$ cat src/hdl/b64d_pkg.sv
package b64d_pkg;

  localparam int unsigned CMD_DEPTH = 4;

  localparam logic [15:0] CODE_LOW  = 16'd43;
  localparam logic [15:0] CODE_HIGH = 16'd132;
  localparam logic [15:0] PAD_CHAR  = 16'd61;

  localparam logic [1:0] KIND_DATA = 2'd0;
  localparam logic [1:0] KIND_OK   = 2'd1;
  localparam logic [1:0] KIND_ERR  = 2'd2;

  // one entry between front and back: up to three data bytes, then maybe a status
  typedef struct packed {
    logic [23:0] bytes;
    logic [1:0]  nbytes;
    logic        has_status;
    logic        err;
  } cmd_t;

  function automatic logic is_space(input logic [15:0] c);
    return (c == 16'd32) || (c == 16'd10) || (c == 16'd13) || (c == 16'd9);
  endfunction

  function automatic logic [5:0] sextet_of(input logic [15:0] c);
    logic [5:0] v;
    v = 6'd0;
    if (c >= 16'd65 && c <= 16'd90)       v = 6'(c - 16'd65);
    else if (c >= 16'd97 && c <= 16'd122) v = 6'(c - 16'd71);
    else if (c >= 16'd48 && c <= 16'd57)  v = 6'(c + 16'd4);
    else if (c == 16'd43)                 v = 6'd62;
    else if (c == 16'd47)                 v = 6'd63;
    return v;
  endfunction

endpackage

$ cat src/hdl/base64_stream_decoder.sv
// Streaming base64 decoder (A-Z a-z 0-9 + /) for 16-bit text code units.
// Takes one character per clock when not full; whitespace between quads
// is skipped, and each quad yields three bytes, released when the next quad
// completes or at the end marker, where '=' padding trims them and a status
// word (kind 1 ok, kind 2 error, last set) closes the text. On error the
// consumer drops bytes already delivered. The front decodes characters and
// writes one entry per result-producing character into a CMD_DEPTH-deep
// queue; the back reads out one word per clock on pop, so a quad gives three
// words and an end up to four. Port full rises only when the queue is full.
module base64_stream_decoder #(
  parameter int unsigned CMD_DEPTH = b64d_pkg::CMD_DEPTH
) (
  input  logic        clk,
  input  logic        rst_n,
  input  logic        push,
  output logic        full,
  input  logic [15:0] in_code,
  input  logic        in_is_end,
  output logic        empty,
  input  logic        pop,
  output logic [7:0]  out_byte,
  output logic [1:0]  out_kind,
  output logic        out_last
);

  b64d_pkg::cmd_t f_cmd, q_cmd;
  logic           f_valid, take, q_empty, q_pop;

  assign take = push & ~full;

  b64d_front u_front (
    .clk       (clk),
    .rst_n     (rst_n),
    .take      (take),
    .code      (in_code),
    .is_end    (in_is_end),
    .cmd_valid (f_valid),
    .cmd       (f_cmd)
  );

  b64d_cmd_fifo #(.DEPTH(CMD_DEPTH)) u_fifo (
    .clk     (clk),
    .rst_n   (rst_n),
    .wr_en   (take & f_valid),
    .wr_data (f_cmd),
    .rd_en   (q_pop),
    .rd_data (q_cmd),
    .full    (full),
    .empty   (q_empty)
  );

  b64d_back u_back (
    .clk       (clk),
    .rst_n     (rst_n),
    .cmd       (q_cmd),
    .cmd_empty (q_empty),
    .cmd_pop   (q_pop),
    .pop       (pop),
    .empty     (empty),
    .out_byte  (out_byte),
    .out_kind  (out_kind),
    .out_last  (out_last)
  );

endmodule

$ cat src/hdl/b64d_front.sv
module b64d_front (
  input  logic                clk,
  input  logic                rst_n,
  input  logic                take,
  input  logic [15:0]         code,
  input  logic                is_end,
  output logic                cmd_valid,
  output b64d_pkg::cmd_t      cmd
);

  logic [17:0] accum_r, accum_nxt;
  logic [1:0]  pos_r, pos_nxt;
  logic [23:0] held_r, held_nxt;
  logic        held_valid_r, held_valid_nxt;
  logic [1:0]  pad_r, pad_nxt;
  logic        err_r, err_nxt;

  logic        err_end;
  logic [5:0]  v;
  logic        eq;
  logic [1:0]  keep;

  always_comb begin
    accum_nxt      = accum_r;
    pos_nxt        = pos_r;
    held_nxt       = held_r;
    held_valid_nxt = held_valid_r;
    pad_nxt        = pad_r;
    err_nxt        = err_r;
    cmd_valid      = 1'b0;
    cmd.bytes      = held_r;
    cmd.nbytes     = 2'd0;
    cmd.has_status = 1'b0;
    cmd.err        = 1'b0;

    v       = b64d_pkg::sextet_of(code);
    eq      = (code == b64d_pkg::PAD_CHAR);
    err_end = err_r | (pos_r != 2'd0);
    keep    = (pad_r[1]) ? 2'd1 : 2'(2'd3 - pad_r);

    if (is_end) begin
      cmd_valid      = 1'b1;
      cmd.has_status = 1'b1;
      cmd.err        = err_end;
      cmd.nbytes     = (!err_end && held_valid_r) ? keep : 2'd0;
      accum_nxt      = '0;
      pos_nxt        = '0;
      held_nxt       = '0;
      held_valid_nxt = 1'b0;
      pad_nxt        = '0;
      err_nxt        = 1'b0;
    end else if (err_r || (pos_r == 2'd0 && b64d_pkg::is_space(code))) begin
      // ignored
    end else if (code < b64d_pkg::CODE_LOW || code > b64d_pkg::CODE_HIGH) begin
      err_nxt        = 1'b1;
      held_valid_nxt = 1'b0;
    end else if (pos_r != 2'd3) begin
      accum_nxt = {accum_r[11:0], v};
      if (pos_r == 2'd2) pad_nxt = {1'b0, eq};
      pos_nxt = pos_r + 2'd1;
    end else begin
      if (held_valid_r) begin
        cmd_valid  = 1'b1;
        cmd.nbytes = 2'd3;
      end
      held_nxt       = {accum_r, v};
      held_valid_nxt = 1'b1;
      pad_nxt        = pad_r + {1'b0, eq};
      accum_nxt      = '0;
      pos_nxt        = '0;
    end
  end

  always_ff @(posedge clk) begin
    if (!rst_n) begin
      accum_r      <= '0;
      pos_r        <= '0;
      held_r       <= '0;
      held_valid_r <= 1'b0;
      pad_r        <= '0;
      err_r        <= 1'b0;
    end else if (take) begin
      accum_r      <= accum_nxt;
      pos_r        <= pos_nxt;
      held_r       <= held_nxt;
      held_valid_r <= held_valid_nxt;
      pad_r        <= pad_nxt;
      err_r        <= err_nxt;
    end
  end

endmodule

$ cat src/hdl/b64d_cmd_fifo.sv
module b64d_cmd_fifo #(
  parameter int unsigned DEPTH = b64d_pkg::CMD_DEPTH
) (
  input  logic           clk,
  input  logic           rst_n,
  input  logic           wr_en,
  input  b64d_pkg::cmd_t wr_data,
  input  logic           rd_en,
  output b64d_pkg::cmd_t rd_data,
  output logic           full,
  output logic           empty
);

  localparam int unsigned AW = (DEPTH > 1) ? $clog2(DEPTH) : 1;
  localparam int unsigned CW = $clog2(DEPTH + 1);
  localparam logic [AW-1:0] LAST = AW'(DEPTH - 1);
  localparam logic [CW-1:0] FULL_CNT = CW'(DEPTH);

  b64d_pkg::cmd_t   mem_r [DEPTH];
  logic [AW-1:0]    wp_r, rp_r;
  logic [CW-1:0]    cnt_r;
  logic             do_wr, do_rd;

  assign full    = (cnt_r == FULL_CNT);
  assign empty   = (cnt_r == '0);
  assign do_wr   = wr_en & ~full;
  assign do_rd   = rd_en & ~empty;
  assign rd_data = mem_r[rp_r];

  always_ff @(posedge clk) begin
    if (do_wr) mem_r[wp_r] <= wr_data;
  end

  always_ff @(posedge clk) begin
    if (!rst_n) begin
      wp_r  <= '0;
      rp_r  <= '0;
      cnt_r <= '0;
    end else begin
      if (do_wr) wp_r <= (wp_r == LAST) ? '0 : wp_r + AW'(1);
      if (do_rd) rp_r <= (rp_r == LAST) ? '0 : rp_r + AW'(1);
      if (do_wr && !do_rd) cnt_r <= cnt_r + CW'(1);
      else if (do_rd && !do_wr) cnt_r <= cnt_r - CW'(1);
    end
  end

endmodule

$ cat src/hdl/b64d_back.sv
module b64d_back (
  input  logic           clk,
  input  logic           rst_n,
  input  b64d_pkg::cmd_t cmd,
  input  logic           cmd_empty,
  output logic           cmd_pop,
  input  logic           pop,
  output logic           empty,
  output logic [7:0]     out_byte,
  output logic [1:0]     out_kind,
  output logic           out_last
);

  logic [1:0] idx_r, idx_nxt;
  logic       is_data;
  logic       take;

  assign is_data = (idx_r < cmd.nbytes);
  assign empty   = cmd_empty;
  assign take    = pop & ~cmd_empty;

  always_comb begin
    case (idx_r)
      2'd0:    out_byte = cmd.bytes[23:16];
      2'd1:    out_byte = cmd.bytes[15:8];
      2'd2:    out_byte = cmd.bytes[7:0];
      default: out_byte = 8'd0;
    endcase
    if (!is_data) out_byte = 8'd0;
    out_kind = is_data ? b64d_pkg::KIND_DATA
             : (cmd.err ? b64d_pkg::KIND_ERR : b64d_pkg::KIND_OK);
    out_last = ~is_data;
  end

  // entry retires after its last data byte, or after its status word
  always_comb begin
    cmd_pop = 1'b0;
    idx_nxt = idx_r;
    if (take) begin
      if (!is_data || (idx_r + 2'd1 == cmd.nbytes && !cmd.has_status)) begin
        cmd_pop = 1'b1;
        idx_nxt = 2'd0;
      end else begin
        idx_nxt = idx_r + 2'd1;
      end
    end
  end

  always_ff @(posedge clk) begin
    if (!rst_n) idx_r <= '0;
    else        idx_r <= idx_nxt;
  end

endmodule
$ cat config.mk
export PLATFORM = sky130hd
export DESIGN_NAME = base64_stream_decoder
export DESIGN_NICKNAME = d
export VERILOG_FILES = /design/src/hdl/b64d_pkg.sv /design/src/hdl/base64_stream_decoder.sv /design/src/hdl/b64d_front.sv /design/src/hdl/b64d_cmd_fifo.sv /design/src/hdl/b64d_back.sv
export SDC_FILE = /design/constraint.sdc
export NUM_CORES = 1
export LEC_CHECK = 0
export ABC_AREA = 1
export BUFFER_PORTS_ARGS = -buffer_cell sky130_fd_sc_hd__buf_4
export CAP_MARGIN = 10
export CORE_ASPECT_RATIO = 1.4
export CORE_MARGIN = 2
export CORE_UTILIZATION = 50
export CTS_BUF_LIST = sky130_fd_sc_hd__clkbuf_4 sky130_fd_sc_hd__clkbuf_8 sky130_fd_sc_hd__clkbuf_16
export DETAILED_ROUTE_END_ITERATION = 7
export PLACE_DENSITY = 0.71
export SLEW_MARGIN = 20
export SYNTH_ARGS = -nofsm -noshare
export SYNTH_HDL_FRONTEND = slang
export SYNTH_SLANG_ARGS = --single-unit
export TNS_END_PERCENT = 10
$ cat constraint.sdc
create_clock -name clk -period 7.2 [get_ports clk]
set_input_delay 1.08 -clock clk [delete_from_list [all_inputs] [get_ports clk]]
set_output_delay 1.08 -clock clk [all_outputs]
set_load 0.05 [all_outputs]
* Word level (Yosys, flattened, before mapping)
Memories as Yosys holds them, arrays and structs flattened. A register that Yosys moved wholly into a read port is not among the register bits. Index checks and enable logic that the tools add are counted.
Storage, ports and cells: memory bits (writable) 112, register bits after elaboration 57, bits of input ports 21, bits in latches 0, bits in read-only memories 0, memories 1, word-level logic and storage cells 147, output and inout port bits 13
Memories:
- u_fifo.mem_r | depth 4, width 28, rd ports 1, clocked after Yosys merged registers in 1, wr ports 1, RTL line b64d_cmd_fifo.sv:19 | b64d_pkg::cmd_t mem_r [DEPTH];
Operators by class: $lt $le $gt $ge 9, div/mod/pow operators 0, shift-type cells 0, mux-type cells 57, add/sub/neg operators 11, multiply operators 0, reduce and logical (&&, ||, !) cells 30, bitwise logic cells 9, eq/ne operators 20
Operator list (count):
- $mux W24 | 4
- $mux W18 | 4
- $eq A16 B6 Y1 const B | 4
- $eq A16 B4 Y1 const B | 3
- $mux W2 | 24
- $ge A16 B7 Y1 const B | 2
- $le A16 B7 Y1 const B | 2
- $mux W6 | 5
- $pmux W8 S3 | 1
- $ge A16 B6 Y1 const B | 1
- $gt A16 B8 Y1 const B | 1
- $le A16 B6 Y1 const B | 1
- $lt A16 B6 Y1 const B | 1
- $mux W1 | 16
- $reduce_and A3 Y1 | 3
- $add A2 B1 Y2 const B | 4
- $eq A2 B2 Y1 const B | 4
- $logic_and A1 B1 Y1 | 8
- $mux W8 | 1
- $ne A2 B2 Y1 const B | 4
- $reduce_and A4 Y1 | 2
- $add A6 B3 Y6 const B | 1
- $logic_or A1 B1 Y1 | 6
- $mux W3 | 2
- 19 further kinds | 32

* Depth between registers and ports, before layout
Gate-level depths: netlist of run 1.
depth after elaboration 14, mapped depth 19, depth with buffers taken out 18

* By module
From an unflattened synthesis of run 1, not the netlist that was laid out.
Unflattened totals: cell total of the unflattened synthesis 833, area total of the unflattened synthesis 7857.5 um^2
By module, submodules not included:
- b64d_cmd_fifo | instances 1, cells an instance 343, area each 4650.7 um^2, sequential area each 3543.4 um^2
- b64d_front | instances 1, cells an instance 404, area each 2746.4 um^2, sequential area each 960.9 um^2
- b64d_back | instances 1, cells an instance 81, area each 436.7 um^2, sequential area each 40.0 um^2
- base64_stream_decoder | instances 1, cells an instance 5, area each 23.8 um^2, sequential area each 0.0 um^2

* Worst setup path before layout of run 1
OpenSTA, ideal clock, no wires.
path kind in2reg, start input port in_code[2], end memory u_fifo.mem_r[0][0] (netlist bit) (enable), required time 6.787 ns, data arrival time 3.656 ns, slack 3.131 ns, setup time 0.413 ns, buffers on the path 1, cell stages on the path 13, cell sequence buf_2 -> inv_1 -> ha_1 -> nand2_1 -> nand2_1 -> nand3_1 -> nand2_1 -> nand3_4 -> inv_2 -> nand2_2 -> o21ai_4 -> inv_2 -> nor2_1
On the way: longest elaborated chain between the ends 12, elaborated cells between the ends (all ways) 19, classes of those cells order compare: 2; eq/ne: 4; mux: 5; bitwise: 2; reduce/logical: 6
RTL lines:
- start, declared | RTL line base64_stream_decoder.sv:17 | input logic [15:0] in_code,
- branches (longest 6 deep; another with $lt A16 B6 Y1)
- $mux W1 (*) | RTL line b64d_front.sv:52 | end else if (err_r || (pos_r == 2'd0 && b64d_pkg::is_space(code))) begin
- $mux W1 (*) | RTL line b64d_front.sv:41 | if (is_end) begin
- $and A1 B1 Y1 (*) | RTL line base64_stream_decoder.sv:44 | .wr_en (take & f_valid),
- $and A1 B1 Y1 (*) | RTL line b64d_cmd_fifo.sv:26 | assign do_wr = wr_en & ~full;
- named net u_fifo.do_wr | RTL line b64d_cmd_fifo.sv:22 | logic do_wr, do_rd;
- $mux W1 (*) | RTL line b64d_cmd_fifo.sv:31 | if (do_wr) mem_r[wp_r] <= wr_data;
- $mux W1 (not written as such) (*) | RTL line b64d_cmd_fifo.sv:31
- end, declared | RTL line b64d_cmd_fifo.sv:19
Mark *: on every way through the listed nets, which the timed path passes.

==> results of run 1 <==
-- where the power goes --
part           switching [mW]  leakage [nW]  internal [mW]
Sequential             0.0300          1.55           1.10
Combinational           0.775          1.82          0.312
Clock                   0.348         0.318          0.650
Total                    1.15          3.69           2.06
-- worst min-delay path by stage --
stage | from | end | slack (ns) | depth (start not counted)
after floorplan | u_front.accum_r[16]$_SDFFE_PN0P_ | u_front.held_r[22]$_SDFFE_PN0P_ | 0.43 | 2
after global placement | u_front.accum_r[17]$_SDFFE_PN0P_ | u_front.held_r[23]$_SDFFE_PN0P_ | 0.43 | 2
after detailed placement | u_front.accum_r[16]$_SDFFE_PN0P_ | u_front.held_r[22]$_SDFFE_PN0P_ | 0.45 | 2
after CTS | u_front.accum_r[16]$_SDFFE_PN0P_ | u_front.held_r[22]$_SDFFE_PN0P_ | 0.46 | 2
after global routing | u_front.accum_r[17]$_SDFFE_PN0P_ | u_front.held_r[23]$_SDFFE_PN0P_ | 0.50 | 2
final | u_front.accum_r[16]$_SDFFE_PN0P_ | u_front.held_r[22]$_SDFFE_PN0P_ | 0.45 | 2
-- flip-flops by register name, summed over array words and instances (netlist names), named ones only --
register	cells
u_front.held_valid_r	1
u_front.held_r	24
u_fifo.rp_r	2
u_fifo.cnt_r	3
u_back.idx_r	2
u_fifo.wp_r	2
u_front.pos_r	2
u_front.pad_r	2
u_fifo.mem_r	112
u_front.err_r	1
u_front.accum_r	18
-- routing by layer --
layer	track usage (%)	vias up
met1	23.3	2725
met4	8.05	0
li1	-	2927
met3	2.88	28
met5	0	-
met2	37.1	130
-- synthesized netlist by cell type --
| master | count | share of area [%] |
|---|---|---|
| o21ai_1 | 1 | 0.061 |
| nand2_4 | 3 | 0.42 |
| a211oi_1 | 1 | 0.092 |
| xor2_1 | 4 | 0.43 |
| inv_1 | 57 | 2.6 |
| dfxtp_1 | 59 | 15 |
| nand3_1 | 64 | 3.9 |
| a21boi_0 | 1 | 0.092 |
| o22ai_1 | 26 | 2.0 |
| buf_2 | 13 | 0.80 |
| nor3_2 | 1 | 0.12 |
| a21oi_2 | 1 | 0.11 |
| clkinv_1 | 3 | 0.14 |
| nand4_1 | 10 | 0.77 |
| edfxtp_1 | 112 | 41 |
| ha_1 | 26 | 4.0 |
| nand3b_1 | 1 | 0.092 |
| a21oi_1 | 31 | 1.9 |
| clkbuf_1 | 16 | 0.74 |
| a32oi_1 | 1 | 0.11 |
| o31ai_1 | 1 | 0.092 |
| nand2_2 | 9 | 0.69 |
| nand2_1 | 158 | 7.3 |
| inv_2 | 5 | 0.23 |
| o21ai_2 | 1 | 0.11 |
| nor3_1 | 5 | 0.31 |
| nor2_8 | 2 | 0.49 |
| nor2_1 | 117 | 5.4 |
| buf_6 | 8 | 1.1 |
| inv_6 | 1 | 0.11 |
| fa_1 | 1 | 0.25 |
| o21ai_4 | 1 | 0.20 |
| nor3_4 | 2 | 0.40 |
| clkbuf_2 | 1 | 0.061 |
| o21ai_0 | 72 | 4.4 |
| nand3_2 | 21 | 2.6 |
| nand2_8 | 1 | 0.25 |
| buf_1 | 1 | 0.046 |
| nor2_2 | 6 | 0.46 |
| nand3_4 | 2 | 0.43 |
| xnor2_1 | 3 | 0.32 |
| nor2_4 | 3 | 0.42 |
| inv_4 | 1 | 0.077 |
-- through the flow --
stage	cells	total power, mW
2_1_floorplan	853	1.95
3_3_place_gp	1054	2.22
3_5_place_dp	1054	2.24
4_1_cts	1085	3.23
5_1_grt	1085	3.37
6_report	1085	3.21
-- area by class of cell --
class                      count  area, um2  share of cell area [%]
multi-input combinational    576       3120                    34.2
inverter                      67        259                    2.83
sequential                   171       4540                    49.7
clock buffer                  18        433                    4.74
tap                          199        249                    2.72
clock inverter                13        224                    2.45
timing repair buffer          41        308                    3.37
-- cell families after synthesis --
| group | after synthesis | share of synthesized area [%] |
|---|---|---|
| AO/OA/AOI/OAI | 137 | 9.19 |
| XOR/XNOR | 7 | 0.753 |
| adder cells (fa/ha/maj) | 27 | 4.24 |
| buffers and inverters | 106 | 5.93 |
| flip-flops | 171 | 55.8 |
| AND/OR/NAND/NOR | 405 | 24.0 |
-- critical path, delay by kind of cell (launching register included) --
kind,cells,cell delay [ns]
buffers and inverters,7,1.31
and+or+nand+nor,2,0.72
AOI/OAI and AO/OA,3,0.57
DFF,1,0.30
adders and majority gates,1,0.17
==> run summary, run 1 <==
hpwl dp: 11,000 um
capture point of the worst reg-to-reg path: u_fifo.cnt_r[2]$_SDFFE_PN0P_
Setup CP Type: register to output port
worst rel slew slack: 47.7%
Setup Fix Bufs, Post-CTS: 0
H-tree levels: 4
die area: 17,300 um2
CTS root buf: clkbuf_16
Mapped Avg Cell Area: 9.54 um2
CTS Hold Bufs: 0
max cap viols: 0
FF+latch count, synth: 171
largest net degree at the start of global routing: 58
Die W: 112 um
Tcrit/Tclk final: 63.7%
via count: 5,810
Final Hold Vio Count: 0
critical-path maximum fanout: 57
syn_nets: 901
worst r2r path cells: 18
Final nets: 922
Power Dens Cells: 352 nW/um2
DRT Pass-1 Iters: 5
worst clock skew: 0.0109 ns
Final Max Tran Viols: 0
GR Overflow Total: 0
post-route cell area: 9140 um2
GP Congestion: 0.909
unrepaired setup endpoints after global routing: false
DR WL met3: 568 um
Post-DP Area: 8480 um2
number of global-route vias before repair: 5,569
commonest non-fill, non-tap cell in the layout: nand2_1
crit path max-delay cell type: nor2_1
setup violators final: 0
CP endpoint kind: output port
Port-buffer cells: 33
area growth from synthesis to layout: 12.3%
initial antenna violation count: 0
total number of yosys warnings: 0
Leak: 3.69 nW
total CTS buffers: 17
Max IR drop VDD: 308 uV
setup TNS: 0 ns
GR Util All Layers: 20.1%
most frequent cells in the layout: nand2_1 (158), nor2_1 (113), edfxtp_1 (112), o21ai_0 (72), nand3_1 (64)
instance count of the mapped netlist: 853
Synth cell types: 43
Critical Path Max Stage Delay: 0.61 ns
Post-Syn Area: 8140 um2
worst path required time: 6.12 ns
# rows: 55
Final min period: 4.59 ns
Max Freq: 218 MHz
routed wl met2: 8930 um
CP arrival: 3.51 ns
Metal-1 WL: 6930 um
Worst Hold Class: register to register
status: completed
sequential area share after synthesis: 55.8%
clock-pin slew on the worst setup and hold paths: 0.06 ns
Chip Height: 155 um
Max Used Layer: met4
Clock Tree Buf Depth: 2
Cell Chain, Critical Path: buf_4, inv_1, buf_4, o21ai_0, o22ai_1, ha_1, inv_1, a21oi_1, inv_1, nor2_1, nand2_1, inv_1, buf_4
Post-Route WL: 16,800 um
vias per std cell: 5.35
Worst Setup EP: out_byte[0]
# fillers: 1,362
I/O pins: 34
slack of the critical path: 2.61 ns
startpoint class of the critical path: register
Worst R2R Setup Slack: 3.82 ns
n_diodes: 0
Core Region: 16,000 um2
ANT nets after route: 0
Detailed Route Iter0 Violations: 367
Starting Density: 50.8%
Sink Count: 171
WHS: 0.454 ns
Final Util: 57.0%
Avg WL per Cell: 15.5 um
# resized after CTS: 0
worst skew pair latency: 0.42 ns
first-pass GRT wire length: 27,400 um
most used cell, CP: inv_1
Tightest Pin Transition: 0.782 ns
DP Worst Slack: 2.99 ns
DRC violations left: 0
share of layout cells above drive strength 1: 15.1%
CTS tree: built
Note: power is estimated with default switching activity, not from simulation.
==> run 2: changes to the inputs <==
ABC_AREA = 0   (was 1)
clock period = 4.36 ns   (was 7.2 ns; I/O delays follow)
==> run 2 against run 1 <==
Clock power rose by 54%. First-iteration DRC count is 5.4% higher. Total power up 37%. Critical path depth fell by 6. Setup slack lost 1.8 ns. Clock skew is 0.0028 ns higher. Worst hold slack improved by 0.023 ns. Sequential power up 63%.
==> run summary, run 2 <==
Cell Chain, Critical Path: mux4_2, inv_1, ha_1, a21oi_1, nand2b_1, a21oi_1, buf_4
Post-Syn Area: 7460 um2 (-8.3%)
via count: 4,630 (-20%)
most used cell, CP: a21oi_1
dominant synthesized flop cell: edfxtp_1
final std cells w/o fill: 774 (-29%)
area share of the largest cell type after synthesis: 45.1% (+3.8 points)
most frequent cell after synthesis: edfxtp_1
startpoint class of the critical path: register
ANT nets after route: 0 (unchanged)
CP endpoint kind: output port
Setup Fix Bufs, Post-CTS: 0 (unchanged)
total number of yosys warnings: 0 (unchanged)
CP arrival: 2.90 ns (-0.61 ns)
Worst R2R Setup Slack: 1.00 ns (-2.82 ns)
I/O pins: 34 (unchanged)
commonest non-fill, non-tap cell in the layout: edfxtp_1
vias per std cell: 5.98 (+12%)
simple-gate portion of the synthesized area: 9.76% (-14 points)
Final Max Tran Viols: 0 (unchanged)
Max IR drop VDD: 320 uV (+3.7%)
mux cell area share after synthesis: 9.14% (+9.1 points)
Tightest Pin Transition: 0.951 ns (+0.169 ns)
XOR/XNOR Fraction of Synth Area: 1.06% (+0.30 points)
Clock Tree Buf Depth: 2 (unchanged)
worst r2r path cells: 11 (-7)
syn_nets: 589 (-35%)
CTS root buf: clkbuf_16
CTS Hold Bufs: 0 (unchanged)
DRT Pass-1 Iters: 5 (unchanged)
CTS tree: built
compound-gate portion of the synthesized area: 11.6% (+2.4 points)
Sink Count: 171 (unchanged)
ranking of synthesized cells by area: edfxtp_1 (45%), dfxtp_1 (16%), mux4_2 (8.5%)
Setup CP Type: register to output port
instance count of the mapped netlist: 541 (-37%)
Tcrit/Tclk final: 81.6%
number of global-route vias before repair: 4,864 (-13%)
largest family of logic cells by synthesized area: compound AO/OA/AOI/OAI gates
WHS: 0.477 ns (+0.0229 ns)
Core Region: 14,500 um2 (-9.5%)
Top reg by flops: u_fifo.mem_r
Avg WL per Cell: 20.7 um (+34%)
status: completed
Die W: 107 um (-4.1%)
worst path required time: 3.71 ns (-2.41 ns)
# rows: 52 (-5.5%)
WHS Path Cells: 2 (unchanged)
largest net degree at the start of global routing: 50 (-14%)
area growth from synthesis to layout: 14.0%
Overall Power: 4.39 mW (+37%)
first-pass GRT wire length: 25,800 um (-5.8%)
DRC violations left: 0 (unchanged)
worst clock skew: 0.0137 ns (+0.00281 ns)
Synth Area in Adders: 4.63% (+0.39 points)
Max Freq: 281 MHz
post-route cell area: 8510 um2 (-6.9%)
critical-path maximum fanout: 8 (-86%)
Final min period: 3.56 ns
Detailed Route Iter0 Violations: 387 (+5.4%)
crit-path leading delay family: compound AO/OA/AOI/OAI gates
biggest regs: u_fifo.mem_r x112, u_front.held_r x24, u_front.accum_r x18
sequential area share after synthesis: 60.9% (+5.1 points)
setup TNS: 0 ns (unchanged)
GP Congestion: 0.830 (-8.7%)
Port-buffer cells: 33 (unchanged)
capture point of the worst reg-to-reg path: u_fifo.cnt_r[2]$_SDFFE_PN0P_
die area: 15,900 um2 (-8.1%)
total CTS buffers: 17 (unchanged)
Post-DP Area: 7890 um2 (-7.0%)
Post-synth top cells: edfxtp_1 (112), dfxtp_1 (59), nand2_1 (36)
clock-pin slew on the worst setup and hold paths: 0.07 ns (about the same)
Worst Hold Class: register to register
worst skew pair latency: 0.41 ns (about the same)
hold path endpoint: u_front.accum_r[16]$_SDFFE_PN0P_
H-tree levels: 4 (unchanged)
unrepaired setup endpoints after global routing: false
most frequent cells in the layout: edfxtp_1 (112), dfxtp_1 (58), buf_4 (42), nand2_1 (36), mux4_2 (28)
worst rel slew slack: 36.6% (-11 points)
initial antenna violation count: 0 (unchanged)
Starting Density: 51.4% (+0.65 points)
Chip Height: 149 um (-4.2%)
async set or reset register ratio after synthesis: 0% (unchanged)
placed instance count: 742 (-30%)
GR Overflow Total: 0 (unchanged)
cell taking the most area after synthesis: edfxtp_1
n_diodes: 0 (unchanged)
Mapped Avg Cell Area: 13.8 um2 (+45%)
Synth cell types: 61 (+42%)
max reg flops: 112 (unchanged)
# resized after CTS: 0 (unchanged)
GR Util All Layers: 21.3% (+1.2 points)
crit path max-delay cell type: mux4_2
Post-synth EDFFs: 112 (unchanged)
Hold Startpoint: u_front.accum_r[16]$_SDFFE_PN0P_
Post-Route WL: 16,000 um (-4.6%)
Buffers & Inverters on Critical Path: 2 (-5)
Leak: 2.98 nW (-19%)
Final nets: 620 (-33%)
max cap viols: 0 (unchanged)
share of layout cells above drive strength 1: 19.1% (+4.0 points)
FF+latch count, synth: 171 (unchanged)
Critical Path Max Stage Delay: 0.53 ns (-0.08 ns)
Power Dens Cells: 516 nW/um2 (+47%)
Final Hold Vio Count: 0 (unchanged)
hpwl dp: 10,300 um (-6.6%)
# fillers: 1,100 (-19%)
setup violators final: 0 (unchanged)
## run 2: kinds of logic (layout without fill, tap and decap cells)
family,Yosys count,after routing
buffers and inverters,53,97
XOR/XNOR,9,9
adder cells (fa/ha/maj),27,27
multiplexers,33,33
AO/OA/AOI/OAI,116,116
flip-flops,171,171
AND/OR/NAND/NOR,132,132
## run 2: per-layer routing
metal,routed length (um),share of wire (%),global-route usage (%),up-vias
met2,8640,54,38.4,151
li1,-,-,-,2143
met3,649,4.1,2.98,25
met4,390,2.4,8.51,0
met5,0,0,0,-
met1,6320,39,25.5,2311
## run 2: power by group
group          leakage [nW]  internal [mW]  switching (mW)
Sequential             1.55           1.79          0.0421
Combinational          1.13          0.372           0.641
Clock                 0.297          0.912           0.631
## run 2: worst reg2reg max path, delay by kind of cell, from the launching register on
kind                       cells  cell delay [ns]
buffers and inverters          3             0.65
and+or+nand+nor                2             0.65
muxes                          1             0.58
AOI/OAI and AO/OA              2             0.56
adders and majority gates      2             0.42
DFF                            1             0.37
xor gates and xnor gates       1             0.08
## run 2: worst max path at each step
stage | start | slack [ns] | end | cells past startpoint
after global placement | in_code[2] | 0.55 | u_fifo.cnt_r[2]$_SDFFE_PN0P_ | 13
final | register | 0.80 | out_byte[3] | 7
after detailed placement | in_code[2] | 0.47 | u_fifo.cnt_r[2]$_SDFFE_PN0P_ | 13
after floorplan | register | 0.95 | u_fifo.cnt_r[2]$_SDFFE_PN0P_ | 13
after global routing | in_code[2] | 0.57 | u_fifo.cnt_r[2]$_SDFFE_PN0P_ | 13
after CTS | register | 0.78 | out_byte[3] | 7
## run 2: through the flow
| stage | utilization (%) | setup slack (ns) |
|---|---|---|
| floorplan | - | 0.950 |
| global placement | 54.4 | 0.548 |
| detailed placement | 54.4 | 0.472 |
| CTS | 58.6 | 0.776 |
| global route | 58.6 | 0.567 |
| finish | 58.6 | 0.802 |
## run 2: area by class of cell
cell class	count	area (um2)	share of cell area [%]
clock inverters	15	189	2.22
flip-flops and latches	171	4550	53.4
multi-input cells	317	2710	31.8
inverters	23	86.3	1.02
clock buffers	17	425	5.00
well taps	189	236	2.78
repair buffers	42	315	3.71
